<file path="src/rtl/core/rtttl_note_stream_parser_macros.svh">
// assertion helpers shared by the parser rtl
`ifndef RTTTL_NOTE_STREAM_PARSER_MACROS_SVH
`define RTTTL_NOTE_STREAM_PARSER_MACROS_SVH

`ifndef SYNTH

// same-cycle implication
`define ASSERT_IMPLIES(label, clk, rst, a, b) \
  label: assert property (@(posedge clk) disable iff (rst) (a) |-> (b)) \
    else $error("implication check failed");

// next-cycle implication
`define ASSERT_NEXT(label, clk, rst, a, b) \
  label: assert property (@(posedge clk) disable iff (rst) (a) |=> (b)) \
    else $error("next-cycle check failed");

`else

`define ASSERT_IMPLIES(label, clk, rst, a, b)
`define ASSERT_NEXT(label, clk, rst, a, b)

`endif

`endif

</file>
<file path="src/rtl/core/rtn_pkg.sv">
`default_nettype none

package rtn_pkg;

  localparam int CHAR_W     = 8;
  localparam int KIND_W     = 2;
  localparam int FREQ_W     = 12;
  localparam int DUR_W      = 16;
  localparam int IDX_W      = 4;
  localparam int OCT_W      = 8;
  localparam int DOCT_W     = 3;
  localparam int TONE_IDX_W = 6;
  localparam int DIV_NUM_W  = 18;
  localparam int DIV_DEN_W  = 8;
  localparam int DIV_STEPS  = DIV_NUM_W;

  localparam logic [KIND_W-1:0] KIND_NOTE   = 2'd0;
  localparam logic [KIND_W-1:0] KIND_END    = 2'd1;
  localparam logic [KIND_W-1:0] KIND_HEADER = 2'd2;

  localparam logic [CHAR_W-1:0] CH_COLON = 8'h3A;
  localparam logic [CHAR_W-1:0] CH_EQUAL = 8'h3D;
  localparam logic [CHAR_W-1:0] CH_COMMA = 8'h2C;
  localparam logic [CHAR_W-1:0] CH_SPACE = 8'h20;
  localparam logic [CHAR_W-1:0] CH_SHARP = 8'h23;
  localparam logic [CHAR_W-1:0] CH_DOT   = 8'h2E;
  localparam logic [CHAR_W-1:0] CH_ZERO  = 8'h30;
  localparam logic [CHAR_W-1:0] CH_NINE  = 8'h39;
  localparam logic [CHAR_W-1:0] CH_D     = 8'h64;
  localparam logic [CHAR_W-1:0] CH_O     = 8'h6F;
  localparam logic [CHAR_W-1:0] CH_B     = 8'h62;

  localparam logic [CHAR_W-1:0]    DEF_DURATION   = 8'd4;
  localparam logic [DOCT_W-1:0]    DEF_OCTAVE     = 3'd6;
  localparam logic [CHAR_W-1:0]    DEF_BPM        = 8'd63;
  localparam logic [DIV_NUM_W-1:0] WHOLE_NOTE_NUM = 18'd240000;
  localparam logic [FREQ_W-1:0]    TONE_SILENT    = 12'd1;

  typedef struct packed {
    logic [KIND_W-1:0] kind;
    logic [FREQ_W-1:0] frequency_hz;
    logic [DUR_W-1:0]  duration_ms;
    logic              last;
  } result_t;

  function automatic logic is_digit(input logic [CHAR_W-1:0] c);
    return (c >= CH_ZERO) && (c <= CH_NINE);
  endfunction

  function automatic logic [CHAR_W-1:0] mul10(input logic [CHAR_W-1:0] x);
    return (x << 3) + (x << 1);
  endfunction

  function automatic logic [IDX_W-1:0] letter_index(input logic [CHAR_W-1:0] c);
    logic [IDX_W-1:0] r;
    unique case (c)
      8'h63:        r = 4'd1;
      8'h64:        r = 4'd3;
      8'h65:        r = 4'd5;
      8'h66:        r = 4'd6;
      8'h67:        r = 4'd8;
      8'h61:        r = 4'd10;
      8'h62, 8'h68: r = 4'd12;
      default:      r = 4'd0;
    endcase
    return r;
  endfunction

  function automatic logic [FREQ_W-1:0] tone_freq(input logic [TONE_IDX_W-1:0] i);
    logic [FREQ_W-1:0] f;
    unique case (i)
      6'd1:  f = 12'd262;  6'd2:  f = 12'd277;  6'd3:  f = 12'd294;  6'd4:  f = 12'd311;
      6'd5:  f = 12'd330;  6'd6:  f = 12'd349;  6'd7:  f = 12'd370;  6'd8:  f = 12'd392;
      6'd9:  f = 12'd415;  6'd10: f = 12'd440;  6'd11: f = 12'd466;  6'd12: f = 12'd494;
      6'd13: f = 12'd523;  6'd14: f = 12'd554;  6'd15: f = 12'd587;  6'd16: f = 12'd622;
      6'd17: f = 12'd659;  6'd18: f = 12'd698;  6'd19: f = 12'd740;  6'd20: f = 12'd784;
      6'd21: f = 12'd831;  6'd22: f = 12'd880;  6'd23: f = 12'd932;  6'd24: f = 12'd988;
      6'd25: f = 12'd1047; 6'd26: f = 12'd1109; 6'd27: f = 12'd1175; 6'd28: f = 12'd1245;
      6'd29: f = 12'd1319; 6'd30: f = 12'd1397; 6'd31: f = 12'd1480; 6'd32: f = 12'd1568;
      6'd33: f = 12'd1661; 6'd34: f = 12'd1760; 6'd35: f = 12'd1865; 6'd36: f = 12'd1976;
      6'd37: f = 12'd2093; 6'd38: f = 12'd2217; 6'd39: f = 12'd2349; 6'd40: f = 12'd2489;
      6'd41: f = 12'd2637; 6'd42: f = 12'd2794; 6'd43: f = 12'd2960; 6'd44: f = 12'd3136;
      6'd45: f = 12'd3322; 6'd46: f = 12'd3520; 6'd47: f = 12'd3729; 6'd48: f = 12'd3951;
      default: f = TONE_SILENT;
    endcase
    return f;
  endfunction

  function automatic result_t make_note(input logic [IDX_W-1:0]  idx,
                                        input logic [OCT_W-1:0]  oct,
                                        input logic [DOCT_W-1:0] doct,
                                        input logic [DUR_W-1:0]  dur,
                                        input logic              last);
    logic [OCT_W-1:0]      scale;
    logic [1:0]            step;
    logic [TONE_IDX_W-1:0] tidx;
    result_t               r;
    scale = (oct != '0) ? oct : OCT_W'(doct);
    if (scale < OCT_W'(4)) begin
      step = 2'd0;
    end else if (scale > OCT_W'(7)) begin
      step = 2'd3;
    end else begin
      step = scale[1:0];
    end
    tidx = TONE_IDX_W'(step) * TONE_IDX_W'(12) + TONE_IDX_W'(idx);
    r.kind         = KIND_NOTE;
    r.frequency_hz = (idx == '0) ? TONE_SILENT : tone_freq(tidx);
    r.duration_ms  = dur;
    r.last         = last;
    return r;
  endfunction

endpackage

`default_nettype wire

</file>
<file path="src/rtl/core/rtn_char_if.sv">
`default_nettype none

interface rtn_char_if;
  import rtn_pkg::*;

  logic              valid;
  logic              ready;
  logic [CHAR_W-1:0] char_code;
  logic              last_char;

  modport source (output valid, output char_code, output last_char, input ready);
  modport sink (input valid, input char_code, input last_char, output ready);
endinterface

`default_nettype wire

</file>
<file path="src/rtl/core/rtn_result_if.sv">
`default_nettype none

interface rtn_result_if;
  import rtn_pkg::*;

  logic              valid;
  logic              ready;
  logic [KIND_W-1:0] kind;
  logic [FREQ_W-1:0] frequency_hz;
  logic [DUR_W-1:0]  duration_ms;
  logic              last;

  modport source (output valid, output kind, output frequency_hz, output duration_ms,
                  output last, input ready);
  modport sink (input valid, input kind, input frequency_hz, input duration_ms,
                input last, output ready);
endinterface

`default_nettype wire

</file>
<file path="src/rtl/core/rtttl_note_stream_parser.sv">
`default_nettype none

// Ringtone string parser: takes one character per transaction on char_stream and returns
// note results (frequency from the tone table, length in ms) on note_stream, at most two
// per character. One character is handled at a time: it is accepted, then finished, then
// its results are sent one at a time as note_stream takes them. A character that starts a
// note, or the colon that closes the header, also runs the shared restoring divider (one
// quotient bit per cycle) between acceptance and finishing. char_stream.ready is high only
// while the block waits for a character.
`include "rtttl_note_stream_parser_macros.svh"

module rtttl_note_stream_parser #(
  parameter int MAX_STRING_LEN = 251
) (
  input  wire logic        clk,
  input  wire logic        rst,
  rtn_char_if.sink         char_stream,
  rtn_result_if.source     note_stream
);
  import rtn_pkg::*;

  localparam int CNT_W     = $clog2(MAX_STRING_LEN + 1);
  localparam int DIV_CNT_W = $clog2(DIV_STEPS);

  typedef enum logic [13:0] {
    PH_NAME   = 14'h0001,
    PH_FIND_D = 14'h0002,
    PH_NUM_D  = 14'h0004,
    PH_FIND_O = 14'h0008,
    PH_NUM_O  = 14'h0010,
    PH_FIND_B = 14'h0020,
    PH_NUM_B  = 14'h0040,
    PH_COLON  = 14'h0080,
    PH_IDLE   = 14'h0100,
    PH_DUR    = 14'h0200,
    PH_LETTER = 14'h0400,
    PH_SHARP  = 14'h0800,
    PH_OCT    = 14'h1000,
    PH_DOT    = 14'h2000
  } phase_t;

  typedef enum logic [3:0] {
    SQ_READY  = 4'b0001,
    SQ_DIV    = 4'b0010,
    SQ_FINISH = 4'b0100,
    SQ_SEND   = 4'b1000
  } seq_t;

  seq_t sq;

  phase_t             phase, phase_next;
  logic [CHAR_W-1:0]  previous_char, prev_next;
  logic [CHAR_W-1:0]  number_accum, accum_next;
  logic [CHAR_W-1:0]  default_duration, ddur_next;
  logic [DOCT_W-1:0]  default_octave, doct_next;
  logic [CHAR_W-1:0]  beats_per_minute, bpm_next;
  logic [DUR_W-1:0]   whole_note_ms;
  logic [DUR_W-1:0]   pending_duration, pdur_next;
  logic [IDX_W-1:0]   pending_note_index, pidx_next;
  logic [OCT_W-1:0]   pending_octave, poct_next;
  logic [CNT_W-1:0]   char_count;
  logic               last_flag;

  logic [CHAR_W-1:0]  c;
  logic               c_digit;
  logic [CHAR_W-1:0]  digit_val;
  logic               proc_en;
  logic               emit_now, idle_go, note_go, enter_go;
  logic [CHAR_W-1:0]  note_num, note_den;
  logic               div_go, div_go_whole;
  logic [DIV_NUM_W-1:0] div_num_load;
  logic [DIV_DEN_W-1:0] div_den_load;

  logic [DIV_DEN_W-1:0] div_rem, div_den, div_rem_new;
  logic [DIV_NUM_W-1:0] div_quo, div_quo_new;
  logic [DIV_DEN_W:0]   div_trial;
  logic                 div_fit, div_to_whole;
  logic [DIV_CNT_W-1:0] div_cnt;
  logic                 div_more;

  result_t            res_slot [2];
  logic [1:0]         res_cnt;
  logic               out_idx;
  logic               out_last_slot;
  result_t            emit_res, out_res;
  logic               note_phase, body_phase;

  assign c         = char_stream.char_code;
  assign c_digit   = is_digit(c);
  assign digit_val = c - CH_ZERO;
  assign proc_en   = char_count < CNT_W'(MAX_STRING_LEN);

  assign emit_res = make_note(pending_note_index, pending_octave, default_octave,
                              pending_duration, 1'b0);

  // character parsing
  always_comb begin
    phase_next   = phase;
    prev_next    = previous_char;
    accum_next   = number_accum;
    ddur_next    = default_duration;
    doct_next    = default_octave;
    bpm_next     = beats_per_minute;
    pdur_next    = pending_duration;
    pidx_next    = pending_note_index;
    poct_next    = pending_octave;
    emit_now     = 1'b0;
    idle_go      = 1'b0;
    note_go      = 1'b0;
    enter_go     = 1'b0;
    note_num     = '0;
    note_den     = '0;
    div_go       = 1'b0;
    div_go_whole = 1'b0;
    div_num_load = '0;
    div_den_load = '0;

    if (c_digit && (phase == PH_NUM_D || phase == PH_NUM_O || phase == PH_NUM_B)) begin
      accum_next = mul10(number_accum) + digit_val;
    end else begin
      unique case (phase)
        PH_FIND_D: begin
          if (previous_char == CH_D && c == CH_EQUAL) begin
            phase_next = PH_NUM_D;
            accum_next = '0;
            prev_next  = '0;
          end else begin
            prev_next = c;
          end
        end
        PH_FIND_O: begin
          if (previous_char == CH_O && c == CH_EQUAL) begin
            phase_next = PH_NUM_O;
            accum_next = '0;
            prev_next  = '0;
          end else begin
            prev_next = c;
          end
        end
        PH_FIND_B: begin
          if (previous_char == CH_B && c == CH_EQUAL) begin
            phase_next = PH_NUM_B;
            accum_next = '0;
            prev_next  = '0;
          end else begin
            prev_next = c;
          end
        end
        PH_NUM_D: begin
          if (number_accum != '0) ddur_next = number_accum;
          phase_next = PH_FIND_O;
          prev_next  = c;
        end
        PH_NUM_O: begin
          if (number_accum >= CHAR_W'(3) && number_accum <= CHAR_W'(7)) begin
            doct_next = number_accum[DOCT_W-1:0];
          end
          phase_next = PH_FIND_B;
          prev_next  = c;
        end
        PH_NUM_B: begin
          if (number_accum != '0) bpm_next = number_accum;
          phase_next = PH_COLON;
          if (c == CH_COLON) enter_go = 1'b1;
        end
        PH_COLON: begin
          if (c == CH_COLON) enter_go = 1'b1;
        end
        PH_IDLE: begin
          idle_go = 1'b1;
        end
        PH_DUR: begin
          if (c_digit) begin
            accum_next = mul10(number_accum) + digit_val;
          end else begin
            note_go  = 1'b1;
            note_num = number_accum;
          end
        end
        PH_LETTER, PH_SHARP, PH_OCT: begin
          if (phase == PH_LETTER && c == CH_SHARP) begin
            pidx_next  = pending_note_index + IDX_W'(1);
            phase_next = PH_SHARP;
          end else if (c_digit) begin
            poct_next  = mul10(pending_octave) + digit_val;
            phase_next = PH_OCT;
          end else if (c == CH_DOT) begin
            pdur_next  = pending_duration + (pending_duration >> 1);
            phase_next = PH_DOT;
          end else begin
            emit_now   = 1'b1;
            phase_next = PH_IDLE;
            idle_go    = 1'b1;
          end
        end
        PH_DOT: begin
          emit_now   = 1'b1;
          phase_next = PH_IDLE;
          idle_go    = 1'b1;
        end
        default: begin
          phase_next = PH_NAME;
          if (c == CH_COLON) begin
            phase_next = PH_FIND_D;
            prev_next  = '0;
          end
        end
      endcase
    end

    if (idle_go && !(c == CH_COMMA || c == CH_SPACE)) begin
      if (c_digit) begin
        accum_next = digit_val;
        phase_next = PH_DUR;
      end else begin
        note_go  = 1'b1;
        note_num = '0;
      end
    end

    if (note_go) begin
      note_den = (note_num != '0) ? note_num : default_duration;
      if (note_den == '0) note_den = DEF_DURATION;
      div_go       = 1'b1;
      div_num_load = DIV_NUM_W'(whole_note_ms);
      div_den_load = note_den;
      pidx_next    = letter_index(c);
      poct_next    = '0;
      phase_next   = PH_LETTER;
    end

    if (enter_go) begin
      div_go       = 1'b1;
      div_go_whole = 1'b1;
      div_num_load = WHOLE_NOTE_NUM;
      div_den_load = (bpm_next != '0) ? bpm_next : DEF_BPM;
      phase_next   = PH_IDLE;
    end
  end

  // restoring divider step
  assign div_trial   = {div_rem, div_quo[DIV_NUM_W-1]};
  assign div_fit     = div_trial >= {1'b0, div_den};
  assign div_rem_new = div_fit ? DIV_DEN_W'(div_trial - {1'b0, div_den})
                               : div_trial[DIV_DEN_W-1:0];
  assign div_quo_new = {div_quo[DIV_NUM_W-2:0], div_fit};

  assign note_phase = (phase == PH_LETTER) || (phase == PH_SHARP) ||
                      (phase == PH_OCT) || (phase == PH_DOT);
  assign body_phase = (phase == PH_IDLE) || (phase == PH_DUR);

  always_ff @(posedge clk) begin
    if (rst) begin
      sq                 <= SQ_READY;
      phase              <= PH_NAME;
      previous_char      <= '0;
      number_accum       <= '0;
      default_duration   <= DEF_DURATION;
      default_octave     <= DEF_OCTAVE;
      beats_per_minute   <= DEF_BPM;
      whole_note_ms      <= '0;
      pending_duration   <= '0;
      pending_note_index <= '0;
      pending_octave     <= '0;
      char_count         <= '0;
      last_flag          <= 1'b0;
      res_cnt            <= '0;
      out_idx            <= 1'b0;
      div_cnt            <= '0;
      div_to_whole       <= 1'b0;
    end else begin
      unique case (sq)
        SQ_READY: begin
          if (char_stream.valid) begin
            last_flag <= char_stream.last_char;
            res_cnt   <= (proc_en && emit_now) ? 2'd1 : 2'd0;
            out_idx   <= 1'b0;
            sq        <= (proc_en && div_go) ? SQ_DIV : SQ_FINISH;
            if (proc_en) begin
              char_count         <= char_count + CNT_W'(1);
              phase              <= phase_next;
              previous_char      <= prev_next;
              number_accum       <= accum_next;
              default_duration   <= ddur_next;
              default_octave     <= doct_next;
              beats_per_minute   <= bpm_next;
              pending_duration   <= pdur_next;
              pending_note_index <= pidx_next;
              pending_octave     <= poct_next;
              if (emit_now) begin
                res_slot[0] <= emit_res;
              end
              if (div_go) begin
                div_rem      <= '0;
                div_quo      <= div_num_load;
                div_den      <= div_den_load;
                div_to_whole <= div_go_whole;
                div_cnt      <= '0;
              end
            end
          end
        end
        SQ_DIV: begin
          div_rem <= div_rem_new;
          div_quo <= div_quo_new;
          div_cnt <= div_cnt + DIV_CNT_W'(1);
          if (div_cnt == DIV_CNT_W'(DIV_STEPS - 1)) begin
            if (div_to_whole) begin
              whole_note_ms <= div_quo_new[DUR_W-1:0];
            end else begin
              pending_duration <= div_quo_new[DUR_W-1:0];
            end
            sq <= SQ_FINISH;
          end
        end
        SQ_FINISH: begin
          if (last_flag) begin
            if (note_phase) begin
              res_slot[res_cnt[0]] <= make_note(pending_note_index, pending_octave,
                                                default_octave, pending_duration, 1'b1);
              res_cnt <= res_cnt + 2'd1;
            end else if (res_cnt != '0 && body_phase) begin
              res_slot[0].last <= 1'b1;
            end else begin
              res_slot[res_cnt[0]] <= '{kind:         body_phase ? KIND_END : KIND_HEADER,
                                        frequency_hz: '0,
                                        duration_ms:  '0,
                                        last:         1'b1};
              res_cnt <= res_cnt + 2'd1;
            end
            // back to the start of a fresh string
            phase              <= PH_NAME;
            previous_char      <= '0;
            number_accum       <= '0;
            default_duration   <= DEF_DURATION;
            default_octave     <= DEF_OCTAVE;
            beats_per_minute   <= DEF_BPM;
            pending_duration   <= '0;
            pending_note_index <= '0;
            pending_octave     <= '0;
            char_count         <= '0;
            sq                 <= SQ_SEND;
          end else begin
            sq <= (res_cnt != '0) ? SQ_SEND : SQ_READY;
          end
        end
        SQ_SEND: begin
          if (note_stream.ready) begin
            if (out_last_slot) begin
              sq <= SQ_READY;
            end else begin
              out_idx <= 1'b1;
            end
          end
        end
        default: begin
          sq <= SQ_READY;
        end
      endcase
    end
  end

  assign out_last_slot = {1'b0, out_idx} == (res_cnt - 2'd1);
  assign out_res       = res_slot[out_idx];
  assign div_more      = (sq == SQ_DIV) && (div_cnt != DIV_CNT_W'(DIV_STEPS - 1));

  assign char_stream.ready        = (sq == SQ_READY);
  assign note_stream.valid        = (sq == SQ_SEND);
  assign note_stream.kind         = out_res.kind;
  assign note_stream.frequency_hz = out_res.frequency_hz;
  assign note_stream.duration_ms  = out_res.duration_ms;
  assign note_stream.last         = out_res.last;

  `ASSERT_IMPLIES(a_one_side, clk, rst, char_stream.ready, !note_stream.valid)
  `ASSERT_IMPLIES(a_send_has_result, clk, rst, sq == SQ_SEND, res_cnt != '0)
  `ASSERT_NEXT(a_div_runs, clk, rst, div_more, sq == SQ_DIV)
  `ASSERT_IMPLIES(a_last_is_final, clk, rst, note_stream.valid && note_stream.last, out_last_slot)

endmodule

`default_nettype wire

</file>
<file path="src/flat_wrapper.sv">
// flat-port wrapper written by rule: the top's interface ports become plain ports
module rtttl_note_stream_parser_flat import rtn_pkg::*;
#(
  parameter int MAX_STRING_LEN = 251
)
  (clk, rst, char_stream_valid, char_stream_char_code, char_stream_last_char, char_stream_ready, note_stream_valid, note_stream_kind, note_stream_frequency_hz, note_stream_duration_ms, note_stream_last, note_stream_ready);
  rtn_char_if char_stream_i ();
  rtn_result_if note_stream_i ();
  input  wire logic clk;
  input  wire logic rst;
  input wire logic [$bits(char_stream_i.valid)-1:0] char_stream_valid;
  input wire logic [$bits(char_stream_i.char_code)-1:0] char_stream_char_code;
  input wire logic [$bits(char_stream_i.last_char)-1:0] char_stream_last_char;
  output wire logic [$bits(char_stream_i.ready)-1:0] char_stream_ready;
  output wire logic [$bits(note_stream_i.valid)-1:0] note_stream_valid;
  output wire logic [$bits(note_stream_i.kind)-1:0] note_stream_kind;
  output wire logic [$bits(note_stream_i.frequency_hz)-1:0] note_stream_frequency_hz;
  output wire logic [$bits(note_stream_i.duration_ms)-1:0] note_stream_duration_ms;
  output wire logic [$bits(note_stream_i.last)-1:0] note_stream_last;
  input wire logic [$bits(note_stream_i.ready)-1:0] note_stream_ready;
  assign char_stream_i.valid = char_stream_valid;
  assign char_stream_i.char_code = char_stream_char_code;
  assign char_stream_i.last_char = char_stream_last_char;
  assign char_stream_ready = char_stream_i.ready;
  assign note_stream_valid = note_stream_i.valid;
  assign note_stream_kind = note_stream_i.kind;
  assign note_stream_frequency_hz = note_stream_i.frequency_hz;
  assign note_stream_duration_ms = note_stream_i.duration_ms;
  assign note_stream_last = note_stream_i.last;
  assign note_stream_i.ready = note_stream_ready;
  rtttl_note_stream_parser #(.MAX_STRING_LEN(MAX_STRING_LEN)) u_core (.clk(clk), .rst(rst), .char_stream(char_stream_i), .note_stream(note_stream_i));
endmodule
</file>
<file path="config.mk">
export PLATFORM = sky130hd
export DESIGN_NAME = rtttl_note_stream_parser_flat
export DESIGN_NICKNAME = d
export VERILOG_FILES = /design/src/rtl/core/rtn_pkg.sv /design/src/rtl/core/rtn_char_if.sv /design/src/rtl/core/rtn_result_if.sv /design/src/rtl/core/rtttl_note_stream_parser.sv /design/src/flat_wrapper.sv
export VERILOG_INCLUDE_DIRS = /design/src /design/src/rtl/core
export SDC_FILE = /design/constraint.sdc
export NUM_CORES = 1
export LEC_CHECK = 0
export CORE_MARGIN = 2
export CORE_UTILIZATION = 50
export DETAILED_ROUTE_END_ITERATION = 6
export DONT_BUFFER_PORTS = 1
export GPL_ROUTABILITY_DRIVEN = 0
export HOLD_SLACK_MARGIN = 0.12
export PLACE_DENSITY = 0.72
export SLEW_MARGIN = 20
export SYNTH_ARGS = -nofsm -noshare
export SYNTH_HDL_FRONTEND = slang
export SYNTH_SLANG_ARGS = --single-unit
</file>
<file path="constraint.sdc">
create_clock -name clk -period 4.6 [get_ports clk]
set_input_delay 0.23 -clock clk [delete_from_list [all_inputs] [get_ports clk]]
set_output_delay 0.23 -clock clk [all_outputs]
set_load 0.02 [all_outputs]
</file>
# Word-level counts from Yosys, hierarchy flattened
# Memories as Yosys holds them, arrays and structs flattened. A register that Yosys moved wholly into a read port is not among the register bits.
# Cells that the tools add are included.
word_totals:
  regBits: 149
  mem_bits_rw: 62
  rom_bits: 1536
  inputBits: 13
  out_inout_bits: 33
  word_cells: 361
  mem_count: 3
op_classes:
  add_sub_neg: 14
  multipliers: 2
  magnitude_cmp: 8
  n_eq_ne: 62
  mux: 195
  bitwise: 3
  n_reduce_logical: 54
mem_list:
  columns: ["memory", "words", "width", "rd", "rd_ports_with_merged_regs", "write_ports", "line_no", "source"]
  rows:
  - ["(name not given)", 64, 12, 1, 0, 0, "rtn_pkg.sv:71", "unique case (i)"]
  - ["(name not given)", 64, 12, 1, 0, 0, "rtn_pkg.sv:71", null]
  - ["u_core.res_slot", 2, 31, 1, 1, 1, "rtttl_note_stream_parser.sv:81", "result_t res_slot [2];"]
op_table:
  columns: ["operator", "count"]
  rows:
  - ["two-way mux 8 bit", 53]
  - ["two-way mux 14 bit", 14]
  - ["two-way mux 16 bit", 11]
  - ["one-hot mux 14 bit (9 select lines)", 1]
  - ["one-hot mux 8 bit (2 select lines)", 7]
  - ["equality test 8 x 7 -> 1 bit (second input constant)", 11]
  - ["two-way mux 12 bit", 6]
  - ["two-way mux 18 bit", 4]
  - ["two-way mux 31 bit", 2]
  - ["two-way mux 4 bit", 13]
  - ["equality test 8 x 6 -> 1 bit (second input constant)", 6]
  - ["one-hot mux 16 bit (3 select lines)", 1]
  - ["two-way mux 1 bit", 47]
  - ["one-hot mux 8 bit (5 select lines)", 1]
  - ["one-hot mux 18 bit (2 select lines)", 1]
  - ["adder 8 bit", 4]
  - ["one-hot mux 8 bit (4 select lines)", 1]
  - ["nonzero test 8 bit", 4]
  - ["OR reduction 31 bit", 1]
  - ["one-hot mux 14 bit (2 select lines)", 1]
  - ["one-hot mux 4 bit (7 select lines)", 1]
  - ["AND reduction 7 bit", 4]
  - ["two-way mux 2 bit", 13]
  - ["inequality test 2 x 1 -> 1 bit (second input constant)", 12]
  - ["other kinds (67)", 119]

# Longest topological paths before layout
# An unclocked memory read counts as a cell.
depth:
  word_depth: 19
  depth_mapped: 16
  depth_no_buf: 14

# Least setup slack after synthesis
# OpenSTA, ideal clock, no wires.
synth_path:
  kind: "register to register"
  from: "register u_core.sq[3]"
  to: "memory u_core.res_slot[0][10] in the netlist's numbering, enable pin"
  setup_time_ps: 428
  t_arrival_ps: 3260
  required_ps: 4172
  slack_ps: 912
  stages_incl_launch_ff: 7
  n_path_buf: 1
  synth_period_minus_slack_ps: 3688
  cell_sequence: "dfxtp_1 -> or4b_1 -> clkinv_1 -> o211a_1 -> clkbuf_1 -> o21ai_0 -> o22ai_1"
synth_between:
  elab_cells_between_ends: 15
  cone_classes: "eq/ne (2); mux (11); bitwise (1); reduce/logical (1)"
synth_lines:
  columns: ["element", "line_no", "source"]
  rows:
  - ["from (decl)", "rtttl_note_stream_parser.sv:49", "seq_t sq;"]
  - ["from (signal assigned)", "rtttl_note_stream_parser.sv:278", "sq <= (proc_en && div_go) ? SQ_DIV : SQ_FINISH;"]
  - ["from (signal assigned)", "rtttl_note_stream_parser.sv:344", "sq <= (res_cnt != '0) ? SQ_SEND : SQ_READY;"]
  - ["equality test 4 x 1 -> 1 bit", null, null]
  - ["named net char_stream_ready", "flat_wrapper.sv:14", "output wire logic [$bits(char_stream_i.ready)-1:0] char_stream_ready;"]
  - ["two-way mux 1 bit", "rtttl_note_stream_parser.sv:272", "unique case (sq)"]
  - ["two-way mux 1 bit", "rtttl_note_stream_parser.sv:253", "if (rst) begin"]
  - ["two-way mux 1 bit (implied by the code)", "rtttl_note_stream_parser.sv:291", "res_slot[0] <= emit_res;"]
  - ["two-way mux 2 bit (no source line)", null, null]
  - ["to (decl)", "rtttl_note_stream_parser.sv:81", null]
# The timed path passes the listed nets, and every way through them passes these cells.

# Worst setup path after layout
layout_path:
  from: "register u_core.phase[0]"
  to: "register u_core.pending_note_index[0]"
layout_between:
  elab_chain_len: 11
  elab_cells_between_ends: 31
  cone_classes: "eq/ne (12); mux (11); reduce/logical (8)"
layout_rtl:
  columns: ["element", "line_no", "source"]
  rows:
  - ["from (decl)", "rtttl_note_stream_parser.sv:51", "phase_t phase, phase_next;"]
  - ["from (signal assigned)", "rtttl_note_stream_parser.sv:281", "phase <= phase_next;"]
  - ["equality test 14 x 11 -> 1 bit (tied with other cells)", "rtttl_note_stream_parser.sv:121, rtttl_note_stream_parser.sv:181", null]
  - ["logical AND 1 bit or logical OR 1 bit (tied branches)", "rtttl_note_stream_parser.sv:181, rtttl_note_stream_parser.sv:118", null]
  - ["two-way mux 1 bit or logical OR 1 bit (tied branches)", "rtttl_note_stream_parser.sv:181, rtttl_note_stream_parser.sv:118", null]
  - ["one-hot mux 1 bit (2 select lines) or logical AND 1 bit (tied branches)", "rtttl_note_stream_parser.sv:121, rtttl_note_stream_parser.sv:118", null]
  - ["two-way mux 1 bit", "rtttl_note_stream_parser.sv:118", "if (c_digit && (phase == PH_NUM_D || phase == PH_NUM_O || phase == PH_NUM_B)) begin"]
  - ["logical AND 1 bit or two-way mux 1 bit (tied branches)", "rtttl_note_stream_parser.sv:211, rtttl_note_stream_parser.sv:212", null]
  - ["two-way mux 1 bit", "rtttl_note_stream_parser.sv:211", "if (idle_go && !(c == CH_COMMA || c == CH_SPACE)) begin"]
  - ["two-way mux 4 bit", "rtttl_note_stream_parser.sv:221", "if (note_go) begin"]
  - ["two-way mux 4 bit", "rtttl_note_stream_parser.sv:279", "if (proc_en) begin"]
  - ["two-way mux 4 bit", "rtttl_note_stream_parser.sv:274", "if (char_stream.valid) begin"]
  - ["one-hot mux 4 bit (2 select lines)", "rtttl_note_stream_parser.sv:272", null]
  - ["to (signal assigned)", "rtttl_note_stream_parser.sv:288", "pending_note_index <= pidx_next;"]
  - ["to (decl)", "rtttl_note_stream_parser.sv:59", "logic [IDX_W-1:0] pending_note_index, pidx_next;"]
# Several ways; a longest one is shown, not always the timed one. The select of a mux whose other input is x is not followed.
# A chain may end at the register's enable or synchronous reset.

==> run metrics <==
antenna violations before repair 1; Remaining DRCs 1; Synth top area share 22.7%; P_leak 5.23 nW; area delta synth->final 9.82%; H-tree levels 1; top post-synthesis cells by area edfxtp_1 (23%), dfxtp_1 (18%), ha_1 (5.0%); CP Launch Type flop; antenna-violating nets left 0; kind of end point of the critical path flop; Post-DP HPWL 22.2 mm; TritonCTS clock tree built; Warnings, synthesis 0; Rows 58; total grt overflow 0; TritonCTS Sinks 212; sequential share of power 28.0%; Comb power frac 49.3%; Mapped Area 12,700 µm²; syn avg cell area 9.12 µm²; met3 GRT Util 3.83%; IO Port Bufs 0; Final Hold Vio Count 0; Finished Layout Cells 1,722; post-CTS resize count 0; RSZ-0062 raised after global routing no; first-pass GRT wire length 52.2 mm; clk_lat worst skew 0.53 ns; Post-CTS Setup Bufs 0; clock share of power 22.6%; Filler cells 2,264; Avg WL per Cell 18.6 µm; # setup viols final 0; layout cells sized above 1 8.70%; Post-synth ARST share 0%; violations in the final reports DRC; initial drt markers 991; most frequent cells in the layout nand2_1 (132), nor2_1 (122), dfxtp_1 (116); Initial Utilization 50.7%; routed vias 10,700; Reg area 5200 µm²; worst endpoint required time 5.07 ns; Die H 163 µm; grt met1 use 33.0%; IO Count 46; Pre-antenna DRT Iters 7; busiest grt layer met2; Peak VDD IR 0.620 mV; TNS Setup 0 ns; Core Util, Final 55.6%; Clock Tree Root clkbuf_16; status finished, violations left; Max Clock Skew 0.0158 ns; Max Cap Violations 0; share of synthesized area occupied by flip-flops and latches 41.0%; Min Clock Period, post-route 3.84 ns; clock tree buffer depth 3; Final nets 1,450; Synth cell types 85; period utilisation layout 83.6%; critical path class reg2reg; Clock Pin Slew Worst Setup and Hold Paths 0.06 ns; cts bufs inserted 24; peak fanout along the critical path 20; number of synthesized flops with an enable pin 96; relative slew slack 38.6%; footprint of the multi-input gates 6940 µm²; switching share of power 42.5%; Yosys top cell by area edfxtp_1; number of synthesized register bits 212; Arr. time, crit path 4.32 ns; largest net degree at the start of global routing 60; Synth Flop Type dfxtp_1; Slew Limit Fails 0; number of vias per cell 6.24; Net Sw Power 3.54 mW; P_int 4.78 mW; hold crit path type in2reg; Slew @ Worst Pin 0.919 ns; WL final 32.0 mm; cells after synthesis 1,390; Hold-fix buffers, CTS 15; vias in the first global route 10,100; placed cell count 1,662; gr usage total 24.1%; cell area power density 598 nW/µm²; commonest non-fill, non-tap cell in the layout nand2_1; Die Wd 163 µm; met2 usage 38.8%; fmax 0.260 GHz; core area 25,000 µm²; Synthesized Nets 1,467; die area 26,700 µm²
==> critical path: stages, from the launching register on <==
cell           delay [ns]
dfxtp_1              0.36
nor3_1               0.59
nand4_1              0.39
nor2_1               0.24
nand2_1              0.36
nand2_1              0.82
a221oi_1             0.18
a311oi_1             0.28
dlygate4sd3_1        0.57
==> stage by stage <==
step	setup WS [ns]	power [mW]	area (µm²)	hold slack, ns
after floorplan	0.912	5.49	12700	0.356
after global placement	1.19	6.28	13000	0.312
after detailed placement	1.09	6.36	13000	0.319
after CTS	0.891	8.29	13900	0.142
after global routing	0.488	8.93	13900	0.174
final	0.757	8.33	13900	0.160
==> cell type report <==
cell class                      count  area share, %
Clock buffer                       39           5.22
Antenna cell                        1         0.0180
Timing Repair Buffer               35           2.28
Inverter                           71           1.91
Sequential cell                   212           37.4
Tap cell                          330           2.96
Clock inverter                      5          0.431
Multi-Input combinational cell   1029           49.8
==> cells in the mapped netlist (all sizes together) (9+ instances only) <==
cell	n
buf	15
ha	51
nand3	36
o211ai	15
inv	68
nor2	124
a21o	10
mux2i	13
fa	13
nor3	37
nor2b	18
nor4b	10
o21a	9
xor2	16
a22oi	9
mux2	33
edfxtp	96
nand2b	15
nand2	133
a21oi	101
o21ai	92
o22ai	9
nor4	12
xnor2	32
a22o	44
a221o	13
and3	13
clkbuf	63
dfxtp	116
a211oi	21
or3	10
or4	9
nand4	16
a221oi	10
==> registers in the layout (all words and copies together) (netlist names), 14 cells and up, named ones only <==
signal	count
u_core.div_quo	18
u_core.pending_duration	16
u_core.whole_note_ms	16
u_core.res_slot	62
u_core.phase	14
==> cells by family after synthesis <==
kind of cell | Yosys count | share of synthesized area [%]
simple gates | 473 | 18.9
compound gates | 398 | 21.1
flops | 212 | 41.0
buf+inv | 149 | 4.57
fa+ha+maj | 64 | 7.08
xor+xnor | 48 | 3.31
mux | 46 | 3.96
==> power groups by stage <==
stage | Clock [mW] | Combinational [mW] | Sequential (mW)
after global routing | 1.99 | 4.58 | 2.35
after detailed placement | 0 | 3.98 | 2.37
after floorplan | 0 | 3.19 | 2.30
after CTS | 1.92 | 4.04 | 2.33
final | 1.89 | 4.11 | 2.33
after global placement | 0 | 3.92 | 2.36
==> routing by layer <==
metal	up-vias	part of all wire [%]	routed length (µm)
li1	5117	-	-
met5	-	0	0
met1	5084	44	14100
met3	79	8.1	2590
met4	0	3.1	986
met2	457	45	14400
==> path summary, 6_finish.rpt <==
check	start	to	slack, ns	depth (start not counted)
setup reg to reg	u_core.phase[0]	u_core.pending_note_index[0]	0.76	8
hold / removal	char_stream_char_code[2]	u_core.phase[0]	0.16	4
setup / recovery	u_core.phase[0]	u_core.pending_note_index[0]	0.76	8
hold reg to reg	u_core.whole_note_ms[4]	u_core.whole_note_ms[4]	0.45	2
(Power assumes the default switching activity.)
